[config.mk]
export PLATFORM = sky130hd
export DESIGN_NAME = ntt_twiddle_generator
export DESIGN_NICKNAME = d
export VERILOG_FILES = /design/src/hw/rtl/ntt_tw_pkg.sv /design/src/hw/rtl/ntt_tw_datapath.sv /design/src/hw/rtl/ntt_tw_ctrl.sv /design/src/hw/rtl/ntt_twiddle_generator.sv
export SDC_FILE = /design/constraint.sdc
export NUM_CORES = 2
export LEC_CHECK = 0
export ABC_AREA = 1
export ABC_CLOCK_PERIOD_IN_PS = 8400
export BUFFER_PORTS_ARGS = -buffer_cell sky130_fd_sc_hd__clkbuf_2
export CAP_MARGIN = 20
export CORE_ASPECT_RATIO = 1.4
export CORE_MARGIN = 5
export CORE_UTILIZATION = 40
export DETAILED_ROUTE_END_ITERATION = 6
export HOLD_SLACK_MARGIN = 0.12
export RECOVER_POWER = 50
export SKIP_LAST_GASP = 1
export SLEW_MARGIN = 20
export SYNTH_ARGS = -nofsm -noshare
export SYNTH_HDL_FRONTEND = slang
export SYNTH_SLANG_ARGS = --single-unit
export TNS_END_PERCENT = 10
[constraint.sdc]
create_clock -name clk_i -period 8.4 [get_ports clk_i]
set_input_delay 0 -clock clk_i [delete_from_list [all_inputs] [get_ports clk_i]]
set_output_delay 0 -clock clk_i [all_outputs]
set_load 0.1 [all_outputs]
[src/hw/rtl/ntt_tw_pkg.sv]
// Shared types and codes for the NTT twiddle generator.
package ntt_tw_pkg;

  typedef enum logic [1:0] {
    CMD_FWD  = 2'd0,
    CMD_INV  = 2'd1,
    CMD_NINV = 2'd2,
    CMD_NONE = 2'd3
  } cmd_e;

  typedef enum logic [1:0] {
    REG_MODULUS = 2'd0,
    REG_ROOT    = 2'd1,
    REG_LOGLEN  = 2'd2,
    REG_NONE    = 2'd3
  } reg_e;

  typedef enum logic [3:0] {
    OP_NOP,
    OP_LATCH,
    OP_START_RED,
    OP_STEP_RED,
    OP_INIT_FIRST,
    OP_INIT_SECOND,
    OP_START_MUL_R,
    OP_START_MUL_B,
    OP_STEP_MUL,
    OP_WR_R,
    OP_WR_B,
    OP_START_SH,
    OP_STEP_SH,
    OP_LOAD_OUT
  } op_e;

  typedef struct packed {
    logic e_zero;
    logic e_lsb;
    logic last;
    logic skip;
    logic need_second;
    logic out_busy;
  } status_t;

endpackage

[src/hw/rtl/ntt_tw_datapath.sv]
// Datapath: config registers, bit-serial modular unit, exponent and output registers.
module ntt_tw_datapath (
  input  logic                    clk_i,
  input  logic                    rst_ni,
  input  ntt_tw_pkg::op_e         op_i,
  output ntt_tw_pkg::status_t     status_o,
  input  logic                    cfg_valid_i,
  input  logic [1:0]              cfg_addr_i,
  input  logic [63:0]             cfg_data_i,
  input  logic [1:0]              cmd_i,
  input  logic [16:0]             index_i,
  output logic                    out_valid_o,
  input  logic                    out_ready_i,
  output logic [63:0]             value_o,
  output logic [63:0]             shoup_factor_o,
  output logic                    out_of_range_o
);
  import ntt_tw_pkg::*;

  logic [63:0] mod_q, root_q;
  logic [4:0]  lg_q;
  logic [1:0]  cmd_q;
  logic [16:0] idx_q;
  logic [63:0] acc_q, acc_d, x_q, x_d, a_q, a_d, r_q, r_d, b_q, b_d, e_q, e_d;
  logic [5:0]  cnt_q, cnt_d;
  logic        ov_q;
  logic [63:0] val_q, sh_q;
  logic        oor_q;

  always_ff @(posedge clk_i or negedge rst_ni) begin
    if (!rst_ni) begin
      mod_q  <= 64'd3;
      root_q <= 64'd1;
      lg_q   <= 5'd1;
    end else if (cfg_valid_i) begin
      case (cfg_addr_i)
        REG_MODULUS: mod_q  <= cfg_data_i;
        REG_ROOT:    root_q <= cfg_data_i;
        REG_LOGLEN:  lg_q   <= cfg_data_i[4:0];
        default: ;
      endcase
    end
  end

  // Derived values for the latched request
  logic        oor, qvalid;
  logic [63:0] n_val, brv;
  logic [31:0] rev32;
  always_comb begin
    oor    = ((cmd_q == CMD_FWD) || (cmd_q == CMD_INV)) &&
             (lg_q < 5'd17) && ((idx_q >> lg_q) != 17'd0);
    qvalid = mod_q >= 64'd2;
    n_val  = 64'd1 << lg_q;
    rev32  = '0;
    for (int k = 0; k < 17; k++) rev32[31 - k] = idx_q[k];
    // rev32 holds idx reversed over 32 bits; align to lg bits
    brv = {32'd0, rev32} >> (6'd32 - {1'b0, lg_q});
  end

  // Step arithmetic
  logic [64:0] red_t, dbl_t, add_t, sh_t;
  logic [63:0] dbl_m, mul_m, red_m, sh_m;
  logic        sh_take;
  always_comb begin
    red_t = {acc_q, x_q[63]};
    red_m = (red_t >= {1'b0, mod_q}) ? 64'(red_t - {1'b0, mod_q}) : red_t[63:0];
    dbl_t = {acc_q, 1'b0};
    dbl_m = (dbl_t >= {1'b0, mod_q}) ? 64'(dbl_t - {1'b0, mod_q}) : dbl_t[63:0];
    add_t = {1'b0, dbl_m} + {1'b0, a_q};
    mul_m = !x_q[63] ? dbl_m :
            (add_t >= {1'b0, mod_q}) ? 64'(add_t - {1'b0, mod_q}) : add_t[63:0];
    sh_t    = {acc_q, 1'b0};
    sh_take = acc_q[63] || (sh_t[63:0] >= mod_q);
    sh_m    = sh_take ? (sh_t[63:0] - mod_q) : sh_t[63:0];
  end

  always_comb begin
    acc_d = acc_q; x_d = x_q; a_d = a_q; r_d = r_q; b_d = b_q; e_d = e_q;
    cnt_d = cnt_q + 6'd1;
    case (op_i)
      OP_START_RED: begin
        acc_d = '0; cnt_d = '0;
        x_d   = (cmd_q == CMD_NINV) ? n_val : root_q;
      end
      OP_STEP_RED: begin acc_d = red_m; x_d = {x_q[62:0], 1'b0}; end
      OP_INIT_FIRST: begin
        b_d = acc_q; r_d = 64'd1;
        e_d = (cmd_q == CMD_FWD) ? brv : (mod_q - 64'd2);
      end
      OP_INIT_SECOND: begin b_d = r_q; r_d = 64'd1; e_d = brv; end
      OP_START_MUL_R: begin a_d = r_q; x_d = b_q; acc_d = '0; cnt_d = '0; end
      OP_START_MUL_B: begin a_d = b_q; x_d = b_q; acc_d = '0; cnt_d = '0; end
      OP_STEP_MUL: begin acc_d = mul_m; x_d = {x_q[62:0], 1'b0}; end
      OP_WR_R: begin
        r_d = acc_q; a_d = b_q; x_d = b_q; acc_d = '0; cnt_d = '0;
      end
      OP_WR_B: begin b_d = acc_q; e_d = {1'b0, e_q[63:1]}; end
      OP_START_SH: begin acc_d = r_q; x_d = '0; cnt_d = '0; end
      OP_STEP_SH: begin acc_d = sh_m; x_d = {x_q[62:0], sh_take}; end
      default: ;
    endcase
  end

  always_ff @(posedge clk_i) begin
    acc_q <= acc_d; x_q <= x_d; a_q <= a_d; r_q <= r_d; b_q <= b_d; e_q <= e_d;
    cnt_q <= cnt_d;
    if (op_i == OP_LATCH) begin
      cmd_q <= cmd_i;
      idx_q <= index_i;
    end
  end

  logic skip;
  assign skip = (cmd_q == CMD_NONE) || !qvalid || oor;

  always_ff @(posedge clk_i or negedge rst_ni) begin
    if (!rst_ni) begin
      ov_q <= 1'b0;
    end else if (op_i == OP_LOAD_OUT) begin
      ov_q <= 1'b1;
    end else if (out_ready_i) begin
      ov_q <= 1'b0;
    end
  end

  always_ff @(posedge clk_i) begin
    if (op_i == OP_LOAD_OUT) begin
      val_q <= skip ? '0 : r_q;
      sh_q  <= skip ? '0 : x_q;
      oor_q <= oor;
    end
  end

  assign status_o = '{e_zero: (e_q == '0), e_lsb: e_q[0], last: (cnt_q == 6'd63),
                      skip: skip, need_second: (cmd_q == CMD_INV),
                      out_busy: ov_q && !out_ready_i};
  assign out_valid_o    = ov_q;
  assign value_o        = val_q;
  assign shoup_factor_o = sh_q;
  assign out_of_range_o = oor_q;

endmodule

[src/hw/rtl/ntt_tw_ctrl.sv]
// Controller: sequences reduction, square-and-multiply and Shoup division.
module ntt_tw_ctrl (
  input  logic                clk_i,
  input  logic                rst_ni,
  input  logic                in_valid_i,
  output logic                in_ready_o,
  input  ntt_tw_pkg::status_t status_i,
  output ntt_tw_pkg::op_e     op_o
);
  import ntt_tw_pkg::*;

  typedef enum logic [10:0] {
    ST_IDLE  = 11'b000_0000_0001,
    ST_CHECK = 11'b000_0000_0010,
    ST_RED   = 11'b000_0000_0100,
    ST_INIT  = 11'b000_0000_1000,
    ST_POW   = 11'b000_0001_0000,
    ST_MUL_R = 11'b000_0010_0000,
    ST_WR_R  = 11'b000_0100_0000,
    ST_MUL_B = 11'b000_1000_0000,
    ST_WR_B  = 11'b001_0000_0000,
    ST_SHOUP = 11'b010_0000_0000,
    ST_DONE  = 11'b100_0000_0000
  } state_e;

  state_e state_q, state_d;
  logic   second_q, second_d;

  always_comb begin
    state_d  = state_q;
    second_d = second_q;
    op_o     = OP_NOP;
    case (state_q)
      ST_IDLE: if (in_valid_i) begin
        op_o = OP_LATCH; second_d = 1'b0; state_d = ST_CHECK;
      end
      ST_CHECK: begin
        if (status_i.skip) begin
          state_d = ST_DONE;
        end else begin
          op_o = OP_START_RED; state_d = ST_RED;
        end
      end
      ST_RED: begin
        op_o = OP_STEP_RED;
        if (status_i.last) state_d = ST_INIT;
      end
      ST_INIT: begin
        op_o = OP_INIT_FIRST; state_d = ST_POW;
      end
      ST_POW: begin
        if (status_i.e_zero) begin
          if (status_i.need_second && !second_q) begin
            op_o = OP_INIT_SECOND; second_d = 1'b1;
          end else begin
            op_o = OP_START_SH; state_d = ST_SHOUP;
          end
        end else if (status_i.e_lsb) begin
          op_o = OP_START_MUL_R; state_d = ST_MUL_R;
        end else begin
          op_o = OP_START_MUL_B; state_d = ST_MUL_B;
        end
      end
      ST_MUL_R: begin
        op_o = OP_STEP_MUL;
        if (status_i.last) state_d = ST_WR_R;
      end
      // product into r, then square b
      ST_WR_R: begin
        op_o = OP_WR_R; state_d = ST_MUL_B;
      end
      ST_MUL_B: begin
        op_o = OP_STEP_MUL;
        if (status_i.last) state_d = ST_WR_B;
      end
      ST_WR_B: begin
        op_o = OP_WR_B; state_d = ST_POW;
      end
      ST_SHOUP: begin
        op_o = OP_STEP_SH;
        if (status_i.last) state_d = ST_DONE;
      end
      ST_DONE: if (!status_i.out_busy) begin
        op_o = OP_LOAD_OUT; state_d = ST_IDLE;
      end
      default: state_d = ST_IDLE;
    endcase
  end

  always_ff @(posedge clk_i or negedge rst_ni) begin
    if (!rst_ni) begin
      state_q  <= ST_IDLE;
      second_q <= 1'b0;
    end else begin
      state_q  <= state_d;
      second_q <= second_d;
    end
  end

  assign in_ready_o = (state_q == ST_IDLE);

endmodule

[src/hw/rtl/ntt_twiddle_generator.sv]
// Top level of the NTT twiddle generator.
// Answers one request at a time: forward twiddle root^brv(index), inverse twiddle
// (root^(q-2))^brv(index), or n^(q-2), each with floor(value*2^64/q). All work runs
// on one bit-serial modular unit: a reduction, then square-and-multiply over each
// exponent used (q-2 and/or the reversed index, up to its top set bit), squaring for
// every bit and multiplying in for every set bit, then the Shoup quotient; an inverse
// twiddle works through its two exponents in turn. Out-of-range, unused-command and
// modulus-below-two requests skip all of this and give a zero result. A stalled
// output holds the next result back until the output register is free.
// A new request is taken while the previous result still waits at the output register.
module ntt_twiddle_generator (
  input  logic        clk_i,
  input  logic        rst_ni,
  input  logic        cfg_valid_i,
  output logic        cfg_ready_o,
  input  logic [1:0]  cfg_addr_i,
  input  logic [63:0] cfg_data_i,
  input  logic        in_valid_i,
  output logic        in_ready_o,
  input  logic [1:0]  cmd_i,
  input  logic [16:0] index_i,
  output logic        out_valid_o,
  input  logic        out_ready_i,
  output logic [63:0] value_o,
  output logic [63:0] shoup_factor_o,
  output logic        out_of_range_o
);
  import ntt_tw_pkg::*;

  op_e     op;
  status_t status;

  ntt_tw_ctrl u_ctrl (
    .clk_i, .rst_ni, .in_valid_i, .in_ready_o,
    .status_i (status),
    .op_o     (op)
  );

  ntt_tw_datapath u_dp (
    .clk_i, .rst_ni,
    .op_i (op),
    .status_o (status),
    .cfg_valid_i, .cfg_addr_i, .cfg_data_i,
    .cmd_i, .index_i,
    .out_valid_o, .out_ready_i, .value_o, .shoup_factor_o, .out_of_range_o
  );

  assign cfg_ready_o = 1'b1;

  assert property (@(posedge clk_i) disable iff (!rst_ni)
    (in_valid_i && in_ready_o) |=> !in_ready_o)
    else $error("request accepted while busy");

  assert property (@(posedge clk_i) disable iff (!rst_ni)
    (out_valid_o && out_of_range_o) |-> (value_o == '0 && shoup_factor_o == '0))
    else $error("out-of-range result not zero");

endmodule

# Word level (Yosys, flattened, before mapping)

Cells that the tools add are included.

Shifts and indexed selects: 3
Mux-type cells: 37
Magnitude comparators: 6
Eq/ne operators: 39
$add $sub $neg: 8
Reduce and logical (&&, ||, !) cells: 37

Operators by type and width:

| cell                                                  | count |
|---|---|
| case mux 64 bit (5 select lines)                      | 2 |
| two-way mux 64 bit                                    | 7 |
| case mux 64 bit (2 select lines)                      | 3 |
| subtractor 64 bit                                     | 4 |
| >= comparator 65 x 64 -> 1 bit                        | 3 |
| case mux 64 bit (3 select lines)                      | 1 |
| case mux 11 bit (10 select lines)                     | 1 |
| two-way mux 11 bit                                    | 9 |
| adder 64 x 64 -> 65 bit                               | 1 |
| >= comparator 64 x 2 -> 1 bit (second input constant) | 1 |
| >= comparator 64 bit                                  | 1 |
| zero test 64 bit                                      | 1 |
| left shift 1 x 5 -> 64 bit (first input constant)     | 1 |
| right shift 32 x 6 -> 64 bit                          | 1 |
| subtractor 64 x 2 -> 64 bit (second input constant)   | 1 |
| case mux 4 bit (10 select lines)                      | 1 |
| equality test 4 bit (second input constant)           | 6 |
| nonzero test 17 bit                                   | 1 |
| right shift 17 x 5 -> 17 bit                          | 1 |
| equality test 4 x 3 -> 1 bit (second input constant)  | 4 |
| != test 2 bit (second input constant)                 | 7 |
| two-way mux 4 bit                                     | 3 |
| OR reduction 2 bit                                    | 6 |
| equality test 11 x 1 -> 1 bit (second input constant) | 1 |
| 37 further kinds                                      | 63 |

Word-level logic and storage cells: 148
Flip-flop bits (word level): 684
Input bits: 90
Output and inout port bits: 132

# Depth between registers and ports, before layout

Word-level depth: 10
Depth in mapped cells: 52
Mapped depth without buffers: 50

# By module

From an unflattened synthesis, not the netlist that was laid out.

Cells, all modules: 7822
Area total of the unflattened synthesis: 53213.5 sq um

By module, submodules not included:

| module                | instances | cells each | area an instance (sq um) | sequential area each (sq um) |
|---|---|---|---|---|
| ntt_tw_datapath       | 1         | 7692       | 52301.4                  | 19453.7 |
| ntt_tw_ctrl           | 1         | 128        | 900.9                    | 301.5 |
| ntt_twiddle_generator | 1         | 2          | 11.3                     | 0.0 |

# Least setup slack after synthesis

No wires, ideal clock.

Path kind: flip-flop to flip-flop
Start point: register u_ctrl.state_q[2]
End point: register u_dp.oor_q (netlist: u_dp.out_of_range_o) (enable)
Setup slack: 0.491 ns
Cell stages (with the launch flop): 8
Data required time: 7.740 ns
Path buffers: 0
Data arrival time: 7.249 ns
Period minus slack after synthesis: 7.909 ns
Library setup time: 0.660 ns
Cell sequence: dfrtp_1 > inv_2 > nand2_1 > nor2_1 > nand2_1 > nor4_1 > inv_1 > a21oi_1

Word-level cells in the longest chain between the ends: 4
Elaborated cells between the ends (all ways): 14
Classes of those cells: 12 x eq/ne; 1 x mux; 1 x reduce/logical

RTL lines:

| what                                                                           | RTL line               | source |
|---|---|---|
| start, declared                                                                | ntt_tw_ctrl.sv:26      | `state_e state_q, state_d;` |
| start signal, assigned                                                         | ntt_tw_ctrl.sv:95      | `state_q <= state_d;` |
| equality test 11 x 6 -> 1 bit or equality test 11 x 8 -> 1 bit (tied branches) | ntt_tw_ctrl.sv:33      | `case (state_q)` |
| OR reduction 2 bit (no line)                                                   | --                     |  |
| case mux 4 bit (10 select lines) (*)                                           | ntt_tw_ctrl.sv:33      |  |
| equality test 4 bit (*)                                                        | ntt_tw_datapath.sv:127 | `if (op_i == OP_LOAD_OUT) begin` |
| end signal, assigned                                                           | ntt_tw_datapath.sv:130 | `oor_q <= oor;` |
| end, declared                                                                  | ntt_tw_datapath.sv:28  | `logic oor_q;` |

Every way passes the cells marked *; elsewhere a longest branch is shown, timed or not.
A chain may end at the register's enable or synchronous reset.

# Final worst setup path

Start point: register u_dp.mod_q[50]
End point: register u_dp.acc_q[55] (data pin)

Word-level cells in the longest chain between the ends: 9
Elaborated cells between the ends (all ways): 31
Classes of those cells: 5 x add/sub; 5 x order compare; 8 x eq/ne; 8 x mux; 5 x reduce/logical

RTL lines:

| what                                                                            | RTL line               | source |
|---|---|---|
| start, declared                                                                 | ntt_tw_datapath.sv:20  | `logic [63:0] mod_q, root_q;` |
| start signal, assigned                                                          | ntt_tw_datapath.sv:37  | `REG_MODULUS: mod_q <= cfg_data_i;` |
| parallel branches: the longest is 8 deep, another holds adder 64 x 64 -> 65 bit | --                     |  |
| case mux 64 bit (5 select lines) (*)                                            | ntt_tw_datapath.sv:80  | `case (op_i)` |
| via u_dp.acc_d[55]                                                              | ntt_tw_datapath.sv:24  | `logic [63:0] acc_q, acc_d, x_q, x_d, a_q, a_d, r_q, r_d, b_q, b_d, e_q, e_d;` |
| end signal, assigned                                                            | ntt_tw_datapath.sv:105 | `acc_q <= acc_d; x_q <= x_d; a_q <= a_d; r_q <= r_d; b_q <= b_d; e_q <= e_d;` |
| end, declared                                                                   | ntt_tw_datapath.sv:24  |  |

Mark *: on every way through the listed nets, which the timed path passes.

==> metrics <==
status finished, violations left; failing checks DRC, capacitance limit, slew limit; WL per Instance 28.5 um; Hold EP u_dp.root_q[13]; syn nets 8479; Rel. slew slack -235%; Placed Area 64700 um2; most used cell along the critical path nand2_1; Critical R2R Launch u_dp.mod_q[50]; largest area contributor in the synthesized netlist edfxtp_1; Post-DRT Antenna Nets 0; # port buffers 220; die height 446 um; Setup Skew 78.7 ps; Post-Syn Area 54300 um2; vias 62996; post-synthesis cell count 8184; crit path time final 8300 ps; number of max-cap violations 14; pin count of the biggest net entering global routing 103; DRT iter0 DRCs 9086; area grow syn2layout 26.4%; post-route setup TNS 0 ps; top cell type's share of synthesized area 29.4%; reg2reg path depth 44; crit path kind register to register; # DRC 1; Root Buffer clkbuf_16; Nets 9673; Synth async-reset ratio 21.3%; max incr delay on CP 440 ps; Worst Path Arrival 8740 ps; Total Routing Usage GR 43.1%; Die Width 322 um; initial antenna violation count 33; # fillers 13945; Worst-path clk slew 70 ps; RR Endpoint u_dp.acc_q[55]; Seq/Total Area, Yosys 36.3%; total congestion overflow 0; RePlAce Congestion 1.14; critical-path maximum fanout 28; Seq cells post-synth 684; final period utilization 98.8%; # setup viols final 0; first drt pass iteration count 7; library cells used by synthesis 60; average instance area after synthesis 6.64 um2; CP required 8840 ps; CTS tree done; DP HPWL 267000 um; RSZ-0062 raised after global routing true; Slew Limit Fails 828; Hold Path Depth 4; die area 143000 um2; Peak Freq 0.120 GHz; Sink Count 684; Initial Util 40.1%; vias per cell 5.60; synthesis warning total 0; CTS buffer count 76; Post-synth EDFFs 532; buffer depth of the longest clock path 3; Core Rows 160; Slew @ Worst Pin 5020 ps; Hold WC Path Type input pin to register; clk_lat worst skew 730 ps; WL final 321000 um; synth top area cells edfxtp_1, nand2_1, inv_1; internal reg-to-reg setup slack 100 ps; first-pass GRT wire length 437000 um; Final Cell Area 68700 um2; hold path start cfg_data_i[13]; layout cells sized above 1 14.3%; CORE AREA 136000 um2; vias in the first global route 59458; I/O pin count 222; crit path launch type register; Setup crit end kind register; H-tree levels 3; CP max stage cell ha_1; Finished Core Util 50.7%; Most used DFF post-synth edfxtp_1; final hold vios 0
## per-layer routing
metal | track usage [%] | vias up | share of wire, %
met3 | 10.6 | 853 | 11
met4 | 32.9 | 8 | 10
met1 | 52.2 | 29613 | 36
li1 | - | 28647 | -
met5 | 0 | - | 0.029
met2 | 66.0 | 3875 | 43
## worst max-delay path, delay by kind of cell, from the launching register on
family | cells | cell delay, ps
compound gates | 4 | 840
xor+xnor | 1 | 230
fa+ha+maj | 3 | 1140
buf+inv | 10 | 1880
flops | 1 | 420
simple gates | 26 | 3490
## cells in the mapped netlist (all sizes together) (30+ instances only)
cell type,number
xor2,164
buf,118
nand4,78
edfxtp,532
nor2,858
a22oi,71
nand2,2710
o21ai,629
nand3,647
nor3,75
inv,1291
xnor2,30
a21oi,240
ha,201
o211ai,60
dfrtp,141
clkbuf,136
## repair_timing
action,CTS,global route
hold buffers,120,0
setup endpoints to repair,64,64
gates resized for setup,11,53
endpoints found under the hold margin,261,0
setup buffers,1,4
## state kept, by name, indices dropped and copies added (netlist names), 5 cells and up
signal               cells
u_dp.r_q                64
u_dp.acc_q              64
u_dp.lg_q                5
u_dp.cnt_q               6
u_dp.x_q                64
u_dp.mod_q              64
u_dp.e_q                64
u_ctrl.state_q          11
u_dp.b_q                64
u_dp.value_o            64
u_dp.idx_q              17
u_dp.shoup_factor_o     64
u_dp.root_q             64
u_dp.a_q                64
## stage by stage
step	setup WS (ps)	hold WS, ps	instances
CTS	61.2	121	11219
finish	99.8	177	11246
detailed placement	-591	138	10957
global placement	-610	138	10955
global route	-5.04	173	11229
floorplan	491	-296	8184
## area by class of cell
| cell class | count | area, um2 | area share [%] |
|---|---|---|---|
| flip-flops and latches | 684 | 19800 | 28.8 |
| inverters | 1296 | 4890 | 7.11 |
| repair buffers | 1370 | 10200 | 14.8 |
| clock buffers | 100 | 2100 | 3.06 |
| diodes | 23 | 57.6 | 0.0838 |
| multi-input cells | 5950 | 28800 | 42.0 |
| clock inverters | 41 | 639 | 0.931 |
| well taps | 1782 | 2230 | 3.25 |
## cells in the final DEF, fill, tap and decap left out, types with 60 or more instances in the layout
cell           synthesis  routed
nor3_1                69      69
ha_1                 201     182
nand4_1               78      78
inv_1               1280    1270
nor2_1               841     828
dlygate4sd3_1          0     118
clkbuf_1             136     164
edfxtp_1             532     532
o211ai_1              60      60
dfrtp_1              141     134
buf_4                 19     985
a22oi_1               71      71
a21oi_1              239     237
clkbuf_2               0      86
nand3_1              643     636
o21ai_0              614     609
xor2_1               163     163
clkbuf_16              0      78
nand2_1             2707    2698
## worst max path at each step
stage / startpoint / to / slack, ps / cells past startpoint
floorplan: u_ctrl.state_q[2] / u_dp.out_of_range_o / 490 / 7
detailed placement: u_dp.mod_q[30] / u_dp.acc_q[55] / -590 / 42
global placement: u_dp.mod_q[30] / u_dp.acc_q[6] / -610 / 42
finish: u_dp.mod_q[50] / u_dp.acc_q[55] / 100 / 44
CTS: u_dp.mod_q[26] / u_dp.acc_q[55] / 60 / 42
global route: u_dp.mod_q[31] / u_dp.acc_q[59] / -5 / 44
## kinds of logic after synthesis
| group | synth area share, % |
|---|---|
| compound gates | 11.1 |
| xor+xnor | 3.14 |
| fa+ha+maj | 4.77 |
| buf+inv | 11.1 |
| flops | 36.3 |
| mux | 0.111 |
| other cells | 0.00690 |
| simple gates | 33.4 |
Power is left out: the tool's default activity adds up to more than one toggle a clock period on the data nets, which glitch-free logic cannot reach.
